<file path="config.mk">
export PLATFORM = sky130hd
export DESIGN_NAME = journal_record_validator
export DESIGN_NICKNAME = d
export VERILOG_FILES = /design/src/rtl/jrv_pkg.sv /design/src/rtl/jrv_ram.sv /design/src/rtl/jrv_crc.sv /design/src/rtl/journal_record_validator.sv
export VERILOG_INCLUDE_DIRS = /design/src /design/src/rtl
export SDC_FILE = /design/constraint.sdc
export NUM_CORES = 2
export LEC_CHECK = 0
export BUFFER_PORTS_ARGS = -buffer_cell sky130_fd_sc_hd__buf_2
export CAP_MARGIN = 20
export CORE_UTILIZATION = 30
export CTS_CLUSTER_DIAMETER = 40
export CTS_CLUSTER_SIZE = 20
export DETAILED_ROUTE_END_ITERATION = 8
export SLEW_MARGIN = 15
export SYNTH_ARGS = -nofsm -noshare
export SYNTH_HDL_FRONTEND = slang
export SYNTH_SLANG_ARGS = --single-unit
</file>
<file path="constraint.sdc">
create_clock -name clk -period 18.1 [get_ports clk]
set_clock_uncertainty 0.05 [all_clocks]
set_input_delay 1.81 -clock clk [delete_from_list [all_inputs] [get_ports clk]]
set_output_delay 1.81 -clock clk [all_outputs]
set_load 0.01 [all_outputs]
</file>
<file path="src/rtl/journal_record_validator_defines.svh">
// Assertion macros for the journal record validator
`ifndef JOURNAL_RECORD_VALIDATOR_DEFINES_SVH
`define JOURNAL_RECORD_VALIDATOR_DEFINES_SVH

// check c in the cycle after a
`define JRV_ASSERT_NEXT(lbl, a, c, msg) \
  lbl: assert property (@(posedge clk) disable iff (rst) (a) |=> (c)) else $error(msg);

// check c in the same cycle as a
`define JRV_ASSERT_NOW(lbl, a, c, msg) \
  lbl: assert property (@(posedge clk) disable iff (rst) (a) |-> (c)) else $error(msg);

`endif

</file>
<file path="src/rtl/jrv_pkg.sv">
// Shared constants and types of the journal record validator
`default_nettype none
package jrv_pkg;
  localparam int BATCH_SLOTS = 64;
  localparam int SLOT_BITS = 16;
  localparam int IDX_W = $clog2(BATCH_SLOTS);
  localparam logic [31:0] CRC_POLY = 32'hedb88320;
  localparam logic [63:0] JRN_MAGIC = 64'h4e52554f4a53464b;
  localparam logic [31:0] EVB_MAGIC = 32'h48435442;
  localparam logic [11:0] OLD_AT = 12'd32;
  localparam logic [11:0] NEW_AT = 12'd64;
  localparam logic [11:0] RESV_AT = 12'd96;
  localparam logic [11:0] SLOTS_AT = 12'd104;
  localparam logic [11:0] TAIL_AT = 12'(104 + 4 * BATCH_SLOTS);
  localparam logic [11:0] SUM_AT = 12'd4092;
  localparam logic [11:0] LAST_POS = 12'd4095;
  localparam logic [31:0] OP_FILL = 32'd1;
  localparam logic [31:0] OP_INVALIDATE = 32'd2;
  localparam logic [31:0] OP_EVICT = 32'd3;
  localparam logic [31:0] OP_RETIRE = 32'd4;
  localparam logic [1:0] OVR_CLEAN = 2'd0;
  localparam logic [1:0] OVR_RECOVER = 2'd1;
  localparam logic [1:0] OVR_INVALID = 2'd2;

  typedef struct packed {
    logic init;
    logic step;
    logic bit_in;
    logic blk_en;
    logic old_en;
    logic new_en;
  } crc_ctl_t;

  typedef struct packed {
    logic nz;
    logic ino;
    logic ofs;
    logic gen;
    logic crc;
  } entry_flags_t;
endpackage
`default_nettype wire

</file>
<file path="src/rtl/jrv_ram.sv">
// Generic single-write, registered-read RAM
`default_nettype none
module jrv_ram #(
  parameter int WIDTH = 16,
  parameter int DEPTH = 64
) (
  input  logic                     clk,
  input  logic                     we,
  input  logic [$clog2(DEPTH)-1:0] waddr,
  input  logic [WIDTH-1:0]         wdata,
  input  logic [$clog2(DEPTH)-1:0] raddr,
  output logic [WIDTH-1:0]         rdata
);
  logic [WIDTH-1:0] mem [DEPTH];

  always_ff @(posedge clk) begin
    if (we) begin
      mem[waddr] <= wdata;
    end
    rdata <= mem[raddr];
  end
endmodule
`default_nettype wire

</file>
<file path="src/rtl/jrv_crc.sv">
// Bit-serial CRC-32 unit for the block and the two index entries
`default_nettype none
module jrv_crc (
  input  logic               clk,
  input  jrv_pkg::crc_ctl_t  ctl,
  output logic [31:0]        block_crc,
  output logic [31:0]        old_crc,
  output logic [31:0]        new_crc
);
  function automatic logic [31:0] crc_bit(input logic [31:0] c, input logic b);
    logic fb;
    fb = c[0] ^ b;
    return {1'b0, c[31:1]} ^ (fb ? jrv_pkg::CRC_POLY : 32'h0);
  endfunction

  always_ff @(posedge clk) begin
    if (ctl.init) begin
      block_crc <= '1;
      old_crc <= '1;
      new_crc <= '1;
    end else if (ctl.step) begin
      if (ctl.blk_en) begin
        block_crc <= crc_bit(block_crc, ctl.bit_in);
      end
      if (ctl.old_en) begin
        old_crc <= crc_bit(old_crc, ctl.bit_in);
      end
      if (ctl.new_en) begin
        new_crc <= crc_bit(new_crc, ctl.bit_in);
      end
    end
  end
endmodule
`default_nettype wire

</file>
<file path="src/rtl/journal_record_validator.sv">
// Top level: journal block validator with byte sequencer and result register
// Each byte steps through accept, field check, 8 CRC bit steps, advance.
// A batch slot entry adds a duplicate scan over every earlier slot: a read
// (S_DUP) and a compare (S_DCMP) per earlier slot through the slot RAM.
// The advance cycle of the last byte loads the result; it waits while a result is unread.
// Synchronous active-high reset clears usable_slots and restarts at byte 0.
`default_nettype none
`include "journal_record_validator_defines.svh"
module journal_record_validator (
  input  logic        clk,
  input  logic        rst,
  input  logic        psel,
  input  logic        penable,
  input  logic        pwrite,
  input  logic [2:0]  paddr,
  input  logic [31:0] pwdata,
  output logic [31:0] prdata,
  output logic        pready,
  input  logic        in_valid,
  output logic        in_ready,
  input  logic [7:0]  data_byte,
  output logic        out_valid,
  input  logic        out_ready,
  output logic        journal_clean,
  output logic        crc_ok,
  output logic        layout_ok,
  output logic        state_prepared,
  output logic [63:0] sequence_number,
  output logic [2:0]  operation_kind,
  output logic [31:0] record_slot,
  output logic        batch_present,
  output logic [31:0] evict_count,
  output logic [1:0]  overall
);
  localparam logic [2:0] S_IDLE = 3'd0;
  localparam logic [2:0] S_CHECK = 3'd1;
  localparam logic [2:0] S_CRC = 3'd2;
  localparam logic [2:0] S_DUP = 3'd3;
  localparam logic [2:0] S_DCMP = 3'd4;
  localparam logic [2:0] S_NEXT = 3'd5;

  localparam int IW = jrv_pkg::IDX_W;
  localparam int SB = jrv_pkg::SLOT_BITS;

  logic [2:0] state;
  logic [15:0] usable_slots;
  logic [11:0] pos;
  logic [63:0] fa;
  logic [7:0] byte_r;
  logic [2:0] bitcnt;
  logic [63:0] seq_v;
  logic [31:0] op_v, slot_v, cnt_v;
  logic all_clear, magic_ok, version_ok, state_ok, resv_zero, batch_magic, batch_valid;
  jrv_pkg::entry_flags_t eold, enew;
  logic blk_en, old_en, new_en;
  logic [SB-1:0] cur_slot;
  logic [IW-1:0] cur_idx, dup_j;
  logic need_dup;
  logic ram_we;
  logic [SB-1:0] ram_rdata;
  logic [31:0] block_crc, old_crc, new_crc;
  jrv_pkg::crc_ctl_t crc_ctl;
  logic load_result;
  logic block_init;

  logic [31:0] w;
  logic [11:0] spos;
  logic in_slots, slot_done, idx_in;
  logic [IW-1:0] idx;
  logic in_old, in_new;
  logic [4:0] eoff;
  logic crc_good, fill, removal, evict_ok, layout;
  logic [1:0] ovr;

  assign pready = 1'b1;
  assign prdata = paddr[2] ? 32'h0 : {16'h0, usable_slots};
  assign in_ready = (state == S_IDLE);

  always_ff @(posedge clk) begin
    if (rst) begin
      usable_slots <= '0;
    end else if (psel && penable && pwrite && !paddr[2]) begin
      usable_slots <= pwdata[15:0];
    end
  end

  assign w = fa[63:32];
  assign spos = pos - jrv_pkg::SLOTS_AT;
  assign in_slots = (pos >= jrv_pkg::SLOTS_AT) && (pos < jrv_pkg::TAIL_AT);
  assign slot_done = in_slots && (spos[1:0] == 2'd3);
  assign idx = spos[IW+1:2];
  assign idx_in = {{(32-IW){1'b0}}, idx} < cnt_v;
  assign in_old = (pos >= jrv_pkg::OLD_AT) && (pos < jrv_pkg::NEW_AT);
  assign in_new = (pos >= jrv_pkg::NEW_AT) && (pos < jrv_pkg::RESV_AT);
  assign eoff = pos[4:0];
  assign ram_we = (state == S_CHECK) && slot_done && idx_in;

  jrv_ram #(.WIDTH(SB), .DEPTH(jrv_pkg::BATCH_SLOTS)) u_slots (
    .clk(clk), .we(ram_we), .waddr(idx), .wdata(w[SB-1:0]),
    .raddr(dup_j), .rdata(ram_rdata)
  );

  assign load_result = (state == S_NEXT) && (pos == jrv_pkg::LAST_POS) &&
                       !(out_valid && !out_ready);
  assign block_init = rst || load_result;

  always_comb begin
    crc_ctl.init = block_init;
    crc_ctl.step = (state == S_CRC);
    crc_ctl.bit_in = byte_r[0];
    crc_ctl.blk_en = blk_en;
    crc_ctl.old_en = old_en;
    crc_ctl.new_en = new_en;
  end

  jrv_crc u_crc (
    .clk(clk), .ctl(crc_ctl),
    .block_crc(block_crc), .old_crc(old_crc), .new_crc(new_crc)
  );

  function automatic jrv_pkg::entry_flags_t entry_upd(
    input jrv_pkg::entry_flags_t e, input logic [4:0] off, input logic [7:0] b,
    input logic [63:0] f, input logic [31:0] c);
    jrv_pkg::entry_flags_t r;
    r = e;
    if (b != 8'h0) r.nz = 1'b1;
    unique case (off)
      5'd7: r.ino = (f != 64'h0);
      5'd15: r.ofs = (f[11:0] == 12'h0);
      5'd23: r.gen = (f != 64'h0);
      5'd31: r.crc = (f[63:32] == ~c);
      default: r = r;
    endcase
    return r;
  endfunction

  always_comb begin
    crc_good = (w == ~block_crc);
    fill = (op_v == jrv_pkg::OP_FILL);
    removal = (op_v == jrv_pkg::OP_INVALIDATE) || (op_v == jrv_pkg::OP_EVICT) ||
              (op_v == jrv_pkg::OP_RETIRE);
    evict_ok = resv_zero || ((op_v == jrv_pkg::OP_EVICT) && batch_magic && batch_valid);
    layout = magic_ok && version_ok && state_ok && (seq_v != 64'h0) &&
             (slot_v < {16'h0, usable_slots}) && (fill || removal) && evict_ok &&
             ((fill && !eold.nz && enew.ino && enew.ofs && enew.gen && enew.crc) ||
              (removal && eold.ino && eold.ofs && eold.gen && eold.crc && !enew.nz));
    if (all_clear) begin
      ovr = (usable_slots == 16'h0) ? jrv_pkg::OVR_INVALID : jrv_pkg::OVR_CLEAN;
    end else begin
      ovr = (crc_good && (usable_slots != 16'h0) && layout) ? jrv_pkg::OVR_RECOVER
                                                            : jrv_pkg::OVR_INVALID;
    end
  end

  always_ff @(posedge clk) begin
    if (block_init) begin
      pos <= '0;
      fa <= '0;
      seq_v <= '0;
      op_v <= '0;
      slot_v <= '0;
      cnt_v <= '0;
      all_clear <= 1'b1;
      magic_ok <= 1'b0;
      version_ok <= 1'b0;
      state_ok <= 1'b0;
      resv_zero <= 1'b1;
      batch_magic <= 1'b0;
      batch_valid <= 1'b1;
      eold <= '0;
      enew <= '0;
    end
    if (rst) begin
      state <= S_IDLE;
      out_valid <= 1'b0;
    end else begin
      if (load_result) begin
        out_valid <= 1'b1;
      end else if (out_valid && out_ready) begin
        out_valid <= 1'b0;
      end
      unique case (state)
        S_IDLE: begin
          if (in_valid) begin
            fa <= {data_byte, fa[63:8]};
            byte_r <= data_byte;
            state <= S_CHECK;
          end
        end
        S_CHECK: begin
          if (byte_r != 8'h0) all_clear <= 1'b0;
          blk_en <= pos < jrv_pkg::SUM_AT;
          old_en <= (pos >= jrv_pkg::OLD_AT) && (pos < jrv_pkg::OLD_AT + 12'd28);
          new_en <= (pos >= jrv_pkg::NEW_AT) && (pos < jrv_pkg::NEW_AT + 12'd28);
          bitcnt <= '0;
          need_dup <= 1'b0;
          unique case (pos)
            12'd7: magic_ok <= (fa == jrv_pkg::JRN_MAGIC);
            12'd11: version_ok <= (w == 32'd1);
            12'd15: state_ok <= (w == 32'd1);
            12'd23: seq_v <= fa;
            12'd27: op_v <= w;
            12'd31: slot_v <= w;
            default: ;
          endcase
          if (in_old) eold <= entry_upd(eold, eoff, byte_r, fa, old_crc);
          if (in_new) enew <= entry_upd(enew, eoff, byte_r, fa, new_crc);
          if ((pos >= jrv_pkg::RESV_AT) && (pos < jrv_pkg::SUM_AT)) begin
            if (byte_r != 8'h0) resv_zero <= 1'b0;
            if (pos == jrv_pkg::RESV_AT + 12'd3) begin
              batch_magic <= (w == jrv_pkg::EVB_MAGIC);
            end else if (pos == jrv_pkg::RESV_AT + 12'd7) begin
              cnt_v <= w;
              if ((w < 32'd2) || (w > 32'(jrv_pkg::BATCH_SLOTS))) batch_valid <= 1'b0;
            end else if (slot_done) begin
              if (idx_in) begin
                if ((idx == '0) && (w != slot_v)) batch_valid <= 1'b0;
                if (w >= {16'h0, usable_slots}) batch_valid <= 1'b0;
                cur_slot <= w[SB-1:0];
                cur_idx <= idx;
                dup_j <= '0;
                need_dup <= (idx != '0);
              end else if (w != 32'h0) begin
                batch_valid <= 1'b0;
              end
            end else if ((pos >= jrv_pkg::TAIL_AT) && (byte_r != 8'h0)) begin
              batch_valid <= 1'b0;
            end
          end
          state <= S_CRC;
        end
        S_CRC: begin
          byte_r <= {1'b0, byte_r[7:1]};
          bitcnt <= bitcnt + 3'd1;
          if (bitcnt == 3'd7) begin
            state <= need_dup ? S_DUP : S_NEXT;
          end
        end
        S_DUP: begin
          state <= S_DCMP;
        end
        S_DCMP: begin
          if (ram_rdata == cur_slot) batch_valid <= 1'b0;
          if (dup_j == cur_idx - IW'(1)) begin
            state <= S_NEXT;
          end else begin
            dup_j <= dup_j + IW'(1);
            state <= S_DUP;
          end
        end
        S_NEXT: begin
          if (pos != jrv_pkg::LAST_POS) begin
            pos <= pos + 12'd1;
            state <= S_IDLE;
          end else if (!(out_valid && !out_ready)) begin
            journal_clean <= all_clear;
            crc_ok <= crc_good;
            layout_ok <= layout;
            state_prepared <= state_ok;
            sequence_number <= seq_v;
            operation_kind <= (fill || removal) ? op_v[2:0] : 3'd0;
            record_slot <= slot_v;
            batch_present <= batch_magic;
            evict_count <= batch_magic ? cnt_v : 32'h0;
            overall <= ovr;
            state <= S_IDLE;
          end
        end
        default: state <= S_IDLE;
      endcase
    end
  end

  `JRV_ASSERT_NEXT(a_busy_after_accept, in_valid && in_ready, !in_ready, "ready after accept")
  `JRV_ASSERT_NOW(a_overall_code, out_valid, overall <= jrv_pkg::OVR_INVALID, "bad overall code")
  `JRV_ASSERT_NOW(a_recover_ok, out_valid && (overall == jrv_pkg::OVR_RECOVER),
    crc_ok && layout_ok && !journal_clean, "recovery without passing checks")
endmodule
`default_nettype wire
</file>
After elaboration in Yosys (flattened, before gate mapping) --
Memories as Yosys holds them, arrays and structs flattened. A register that Yosys moved wholly into a read port is not among the register bits. Index checks and enable logic that the tools add are counted.
Operators by class: $add $sub $neg 5, reduce and logical (&&, ||, !) cells 76, order comparisons 16, mux-type cells 108, eq/ne operators 53, bitwise operators 17
Operators by type and width (count):
- 32-bit two-way mux | 17
- 64-bit two-way mux | 8
- 64-bit nonzero test | 2
- 32-bit equality test | 3
- 32-bit NOT | 3
- 31-bit by 32-bit XOR with 32-bit output | 3
- 32-bit by 1-bit equality test with 1-bit output (second input constant) | 2
- 32-bit by 2-bit equality test with 1-bit output (second input constant) | 2
- 64-bit by 63-bit equality test with 1-bit output (second input constant) | 1
- 1-bit two-way mux | 49
- 12-bit two-way mux | 4
- 5-bit two-way mux | 8
- 4-bit by 3-bit inequality test with 1-bit output (second input constant) | 10
- 1-bit logical AND | 39
- 12-bit by 5-bit equality test with 1-bit output (second input constant) | 3
- 12-bit by 7-bit >= comparator with 1-bit output (second input constant) | 3
- 12-bit by 7-bit < comparator with 1-bit output (second input constant) | 3
- 6-bit two-way mux | 6
- 32-bit by 3-bit equality test with 1-bit output (second input constant) | 1
- 32-bit by 31-bit equality test with 1-bit output (second input constant) | 1
- 32-bit by 16-bit >= comparator with 1-bit output | 1
- 32-bit by 7-bit greater-than comparator with 1-bit output (second input constant) | 1
- 32-bit by 16-bit < comparator with 1-bit output | 1
- 32-bit by 2-bit < comparator with 1-bit output (second input constant) | 1
- 57 further kinds | 103
Word-level totals: flip-flop bits (word level) 550, memories kept 1, word-level logic and storage cells 324, RAM bits 1024, input bits 50, output and inout bits 173
Memories:
- u_slots.mem | words 64, bits a word 16, rd ports 1, clocked after memory_dff 1, wr ports 1, RTL line jrv_ram.sv:14 | logic [WIDTH-1:0] mem [DEPTH];

Depth between registers and ports, before layout --
word-level depth 15, mapped depth 13, gate-level depth less buffers 11

Modules after synthesis --
From an unflattened synthesis, not the netlist that was laid out.
Second synthesis, totals: cell total of the unflattened synthesis 4248, area total of the unflattened synthesis 64832.2 um^2
Modules (own cells, without submodules):
- jrv_ram | cells each 1820, seq. area each 31069.8 um^2, times used 1, area an instance 39978.3 um^2
- journal_record_validator | cells each 2046, seq. area each 11000.6 um^2, times used 1, area an instance 20191.9 um^2
- jrv_crc | cells each 382, seq. area each 1921.8 um^2, times used 1, area an instance 4662.0 um^2

Worst setup path after synthesis --
No wires, ideal clock.
path type input-to-reg, start in out_ready, end reg batch_present (enable), setup slack 9.235 ns, setup time 0.637 ns, cell stages on the path 5, required time 17.413 ns, arrival time 8.178 ns, buffers on the path 2, cell sequence nand2b_1 nand2_2 clkbuf_1 buf_2 nor2_1
Between the ends: word-level cells in the longest chain between the ends 4
Ends and longest elaborated chain:
- start, declared | RTL line journal_record_validator.sv:23 | input logic out_ready,
- 1-bit logical NOT | RTL line journal_record_validator.sv:255 | end else if (!(out_valid && !out_ready)) begin
- 1-bit logical AND | RTL line journal_record_validator.sv:255
- 1-bit NOT (no source line)
- 4-bit AND reduction (no source line)
- end signal, assigned | RTL line journal_record_validator.sv:263 | batch_present <= batch_magic;
- end, declared | RTL line journal_record_validator.sv:31 | output logic batch_present,
No other way between the ends. A chain may end at the register's enable or synchronous reset.

Worst setup path after layout --
start reg pos[3], end mem u_slots.mem[53][4] (enable)
Between the ends: elaborated cells between the ends (all ways) 10, classes of those cells add/sub: 1; order compare: 3; mux: 2; reduce/logical: 4
RTL lines:
- start, declared | RTL line journal_record_validator.sv:47 | logic [11:0] pos;
- start signal, assigned | RTL line journal_record_validator.sv:253 | pos <= pos + 12'd1;
- 8-bit by 7-bit subtractor with 8-bit output (*) | RTL line journal_record_validator.sv:88 | assign spos = pos - jrv_pkg::SLOTS_AT;
- via spos[3] | RTL line journal_record_validator.sv:67 | logic [11:0] spos;
- 6-bit by 32-bit < comparator with 1-bit output | RTL line journal_record_validator.sv:92 | assign idx_in = {{(32-IW){1'b0}}, idx} < cnt_v;
- 1-bit logical AND | RTL line journal_record_validator.sv:96 | assign ram_we = (state == S_CHECK) && slot_done && idx_in;
- 1-bit two-way mux | RTL line jrv_ram.sv:17 | if (we) begin
- 1-bit two-way mux (not written as such) | RTL line jrv_ram.sv:18 | mem[waddr] <= wdata;
- end, declared | RTL line jrv_ram.sv:14
Mark *: on every way through the listed nets, which the timed path passes. The rest lies on a longest branch.

==> results.py <==
metrics = {
    "yosys": {
        "synth_top_area_share_pct": 57.4,
        "synth_seq_area_share_pct": 69.2,
        "ys_async_sr_fraction_pct": 0,
        "yosysMostFrequentCell": "edfxtp_1",
        "syn_area_per_cell_um2": 14.6,
        "synth_seq_cells": 1590,
        "synth_top_flop_cell": "edfxtp_1",
        "ys_types": 78,
        "syn_area_mm2": 0.0635,
        "synth_commonest_cells": "edfxtp_1 (1215), nand2_1 (391), dfxtp_1 (375), a21oi_1 (257), mux2i_1 (193)",
        "synth_edf_count": 1215,
        "yosys_warnings": 0,
        "synth_cells": 4344,
        "synth.area.top_cells": "edfxtp_1 (57%), dfxtp_1 (12%), mux4_2 (5.1%)",
        "synth_top_area_cell": "edfxtp_1",
    },
    "timing": {
        "fin_crit_ns": 4.94,
        "finalCritPeriodShare_pct": 27.3,
        "tns_ns": 0,
        "tightest_slew_ns": 1.12,
        "worst_slack_ns": 13.16,
        "max_slew_margin_pct": 25.5,
        "rsz0062_at_grt": "false",
        "setup_viol": 0,
        "fmax_mhz": 202,
        "final_max_slew_viol_count": 0,
        "hold_viol": 0,
    },
    "grt": {
        "grt_remaining_overflow": 0,
        "antenna_found_initial": 3,
        "grt_use_total_pct": 16.2,
        "grt_pass1_wl_um": 257000,
        "grt_pass1_vias": 37600,
        "grt_max_degree": 137,
    },
    "cts": {
        "path_clk_slew_ns": 0.07,
        "clk_latency_ns": 0.81,
        "cts_num_sinks": 1590,
        "cts_tree": "done",
        "cts_hold_buf": 0,
        "cts-root-buf": "clkbuf_16",
        "htree_num_levels": 4,
        "post_cts_buffers": 0,
        "cts_made_buffers": 191,
        "clockBufferDepth": 3,
        "cts_resized": 0,
    },
    "setup_path": {
        "start_kind": "flip-flop",
        "cp_slowest_stage_delay_ns": 0.91,
        "reg2reg_to": "u_slots.mem[53][4]",
        "cp.required_ns": 18.47,
        "crit_chain": "inv_1 > ha_1 > nor2_1 > xor2_1 > inv_1 > ha_1 > a21oi_1 > o31ai_1 > a2111oi_2 > nand2_1 > nor2_2",
        "r2r_start": "pos[3]",
        "cp_top_family": "simple AND/OR/NAND/NOR gates",
        "r2r_cells": 11,
        "cpMaxStageDelayCell": "nor2_2",
        "end_kind": "flip-flop",
        "worstPathMaxFanout": 16,
        "worstPathBufferInverterCount": 2,
        "crit_type": "reg -> reg",
        "arrival_ns": 5.31,
        "r2r_setup_slack_ns": 13.16,
    },
    "floorplanning": {
        "die_height_um": 462,
        "dieArea_mm2": 0.214,
        "initial_core_util_pct": 30.3,
        "fp.coreArea_mm2": 0.210,
        "chipWidth_um": 462,
        "pin_count": 223,
        "rows": 168,
    },
    "cells_and_area": {
        "fillers": 19800,
        "areaGrowthSynthToFinish_pct": 17.6,
        "finalInstanceArea_mm2": 0.0747,
        "layout.nets": 4678,
        "fin_util_pct": 35.6,
        "drive_above_1_share_pct": 19.7,
    },
    "drt": {
        "avgRoutedWirePerCell_um": 23.2,
        "drt-pass1-iter-count": 6,
        "vias": 38400,
        "drc_errors": 0,
        "post_drt_via_cell_ratio": 5.09,
        "drt_iter0_drc": 3565,
        "routed_wl_um": 175000,
        "ant_nets": 0,
    },
    "outcome": {
        "status": "finished, final reports clean",
    },
    "place": {
        "dp_hpwl_um": 107000,
        "routabilityCongestion": 0.859,
        "port_buffers": 187,
        "placed_area_mm2": 0.0678,
        "place_ws_ns": 13.08,
    },
    "min_path": {
        "whs_endpoint": "sequence_number[40]",
        "holdCritStartpoint": "seq_v[40]",
        "hold_path.class": "reg -> reg",
        "min_path_cells": 0,
    },
    "power_and_ir_drop": {
        "power_density_mw_per_mm2": 110,
        "power.leakage_uw": 0.0247,
        "peakVddDrop_mv": 0.0953,
        "p_total_uw": 8210,
    },
    "job": {
        "drv_cap": 0,
    },
}
layer usage:
| metal | share of wire (%) | up-vias | global-route usage (%) |
|---|---|---|---|
| met5 | 0.0057 | - | 0 |
| met4 | 2.7 | 2 | 5.31 |
| met3 | 6.4 | 254 | 2.79 |
| met2 | 48 | 1368 | 26.0 |
| met1 | 43 | 19700 | 22.0 |
| li1 | - | 17100 | - |
report_power, final:
part | internal (uW) | leakage (uW) | total, uW | switching (uW)
sequential | 3900 | 0.0134 | 3930 | 27.8
clock | 2380 | 0.00334 | 4070 | 1700
combinational | 74.2 | 0.00802 | 211 | 137
total | 6350 | 0.0247 | 8210 | 1860
sequential cells by signal, indices dropped and copies added (netlist names), 5 cells and up:
name and flops:
u_crc.new_crc 32, fa 64, eold 5, byte_r 8, pos 12, u_crc.old_crc 32, slot_v 32, evict_count 32
enew 5, u_slots.rdata 16, cur_idx 6, cnt_v 32, op_v 32, seq_v 64, usable_slots 16, u_crc.block_crc 32
u_slots.mem 1024, dup_j 6, record_slot 32, sequence_number 64, cur_slot 16
worst register-to-register path, cell delays in order, from the launching register on:
cell       delay [ns]
dfxtp_1          0.68
inv_1            0.34
ha_1             0.36
nor2_1           0.15
xor2_1           0.37
inv_1            0.15
ha_1             0.31
a21oi_1          0.15
o31ai_1          0.15
a2111oi_2        0.55
nand2_1          0.38
nor2_2           0.91
area by class of cell:
class | instances | area [um^2] | area share (%)
antenna | 1 | 2.50 | 0.00335
clock buffer | 210 | 4990 | 6.67
clock inverter | 153 | 1940 | 2.59
inverter | 38 | 143 | 0.191
multi-input combinational | 2433 | 18100 | 24.2
sequential | 1590 | 44100 | 58.9
tap | 2805 | 3510 | 4.70
timing repair buffer | 324 | 2010 | 2.69
kinds of logic (layout without fill, tap and decap cells):
group / count (synthesis) / after routing / share of synthesized area, %
flip-flops: 1590 / 1590 / 69.2
other: 2 / 18 / 0.0118
adder cells (fa/ha/maj): 50 / 50 / 0.985
XOR/XNOR: 200 / 200 / 2.76
buffers and inverters: 336 / 725 / 2.48
AND/OR/NAND/NOR: 1059 / 1059 / 8.00
AO/OA/AOI/OAI: 706 / 706 / 7.24
multiplexers: 401 / 401 / 9.28
worst max path at each step:
stage / slack, ns / end / startpoint / cells past startpoint
2_1_floorplan: 9.24 / batch_present / out_ready / 5
3_3_place_gp: 13.13 / record_slot[1] / out_ready / 6
3_5_place_dp: 13.08 / record_slot[20] / out_ready / 6
4_1_cts: 13.23 / u_slots.mem[53][14] / pos[3] / 11
5_1_grt: 12.88 / u_slots.mem[53][14] / pos[3] / 11
6_report: 13.16 / u_slots.mem[53][4] / pos[3] / 11
metrics by stage:
step,hold WS [ns],instances
after floorplan,0.373,4359
after global placement,0.395,7188
after detailed placement,0.398,7190
after CTS,0.408,7553
after global routing,0.405,7554
final,0.406,7554
cells in the final DEF (no fill, tap or decap), types with 14 or more instances in the layout:
cell type     n
a22oi_1      66
clkbuf_16   196
or3_1        14
nor2_1      173
mux4_2      144
clkinv_4     23
and2_1       41
nand2_1     390
bufinv_16    21
dfxtp_4      16
a21oi_1     257
inv_1        37
o221ai_1     64
mux2_2       64
conb_1       17
buf_4       133
o21ai_0      75
xnor2_1     142
buf_2       186
nor3_1       18
mux2i_1     193
nor2b_1      47
nand2b_1     16
xor2_1       58
o211ai_1     42
o22ai_1      64
dfxtp_1     359
inv_6        41
nor4_1       83
nand3_1     154
ha_1         50
a22o_1       85
edfxtp_1   1215
nand4_1      40
clkinv_8     20
No activity file was read; power rests on OpenSTA's default activity.
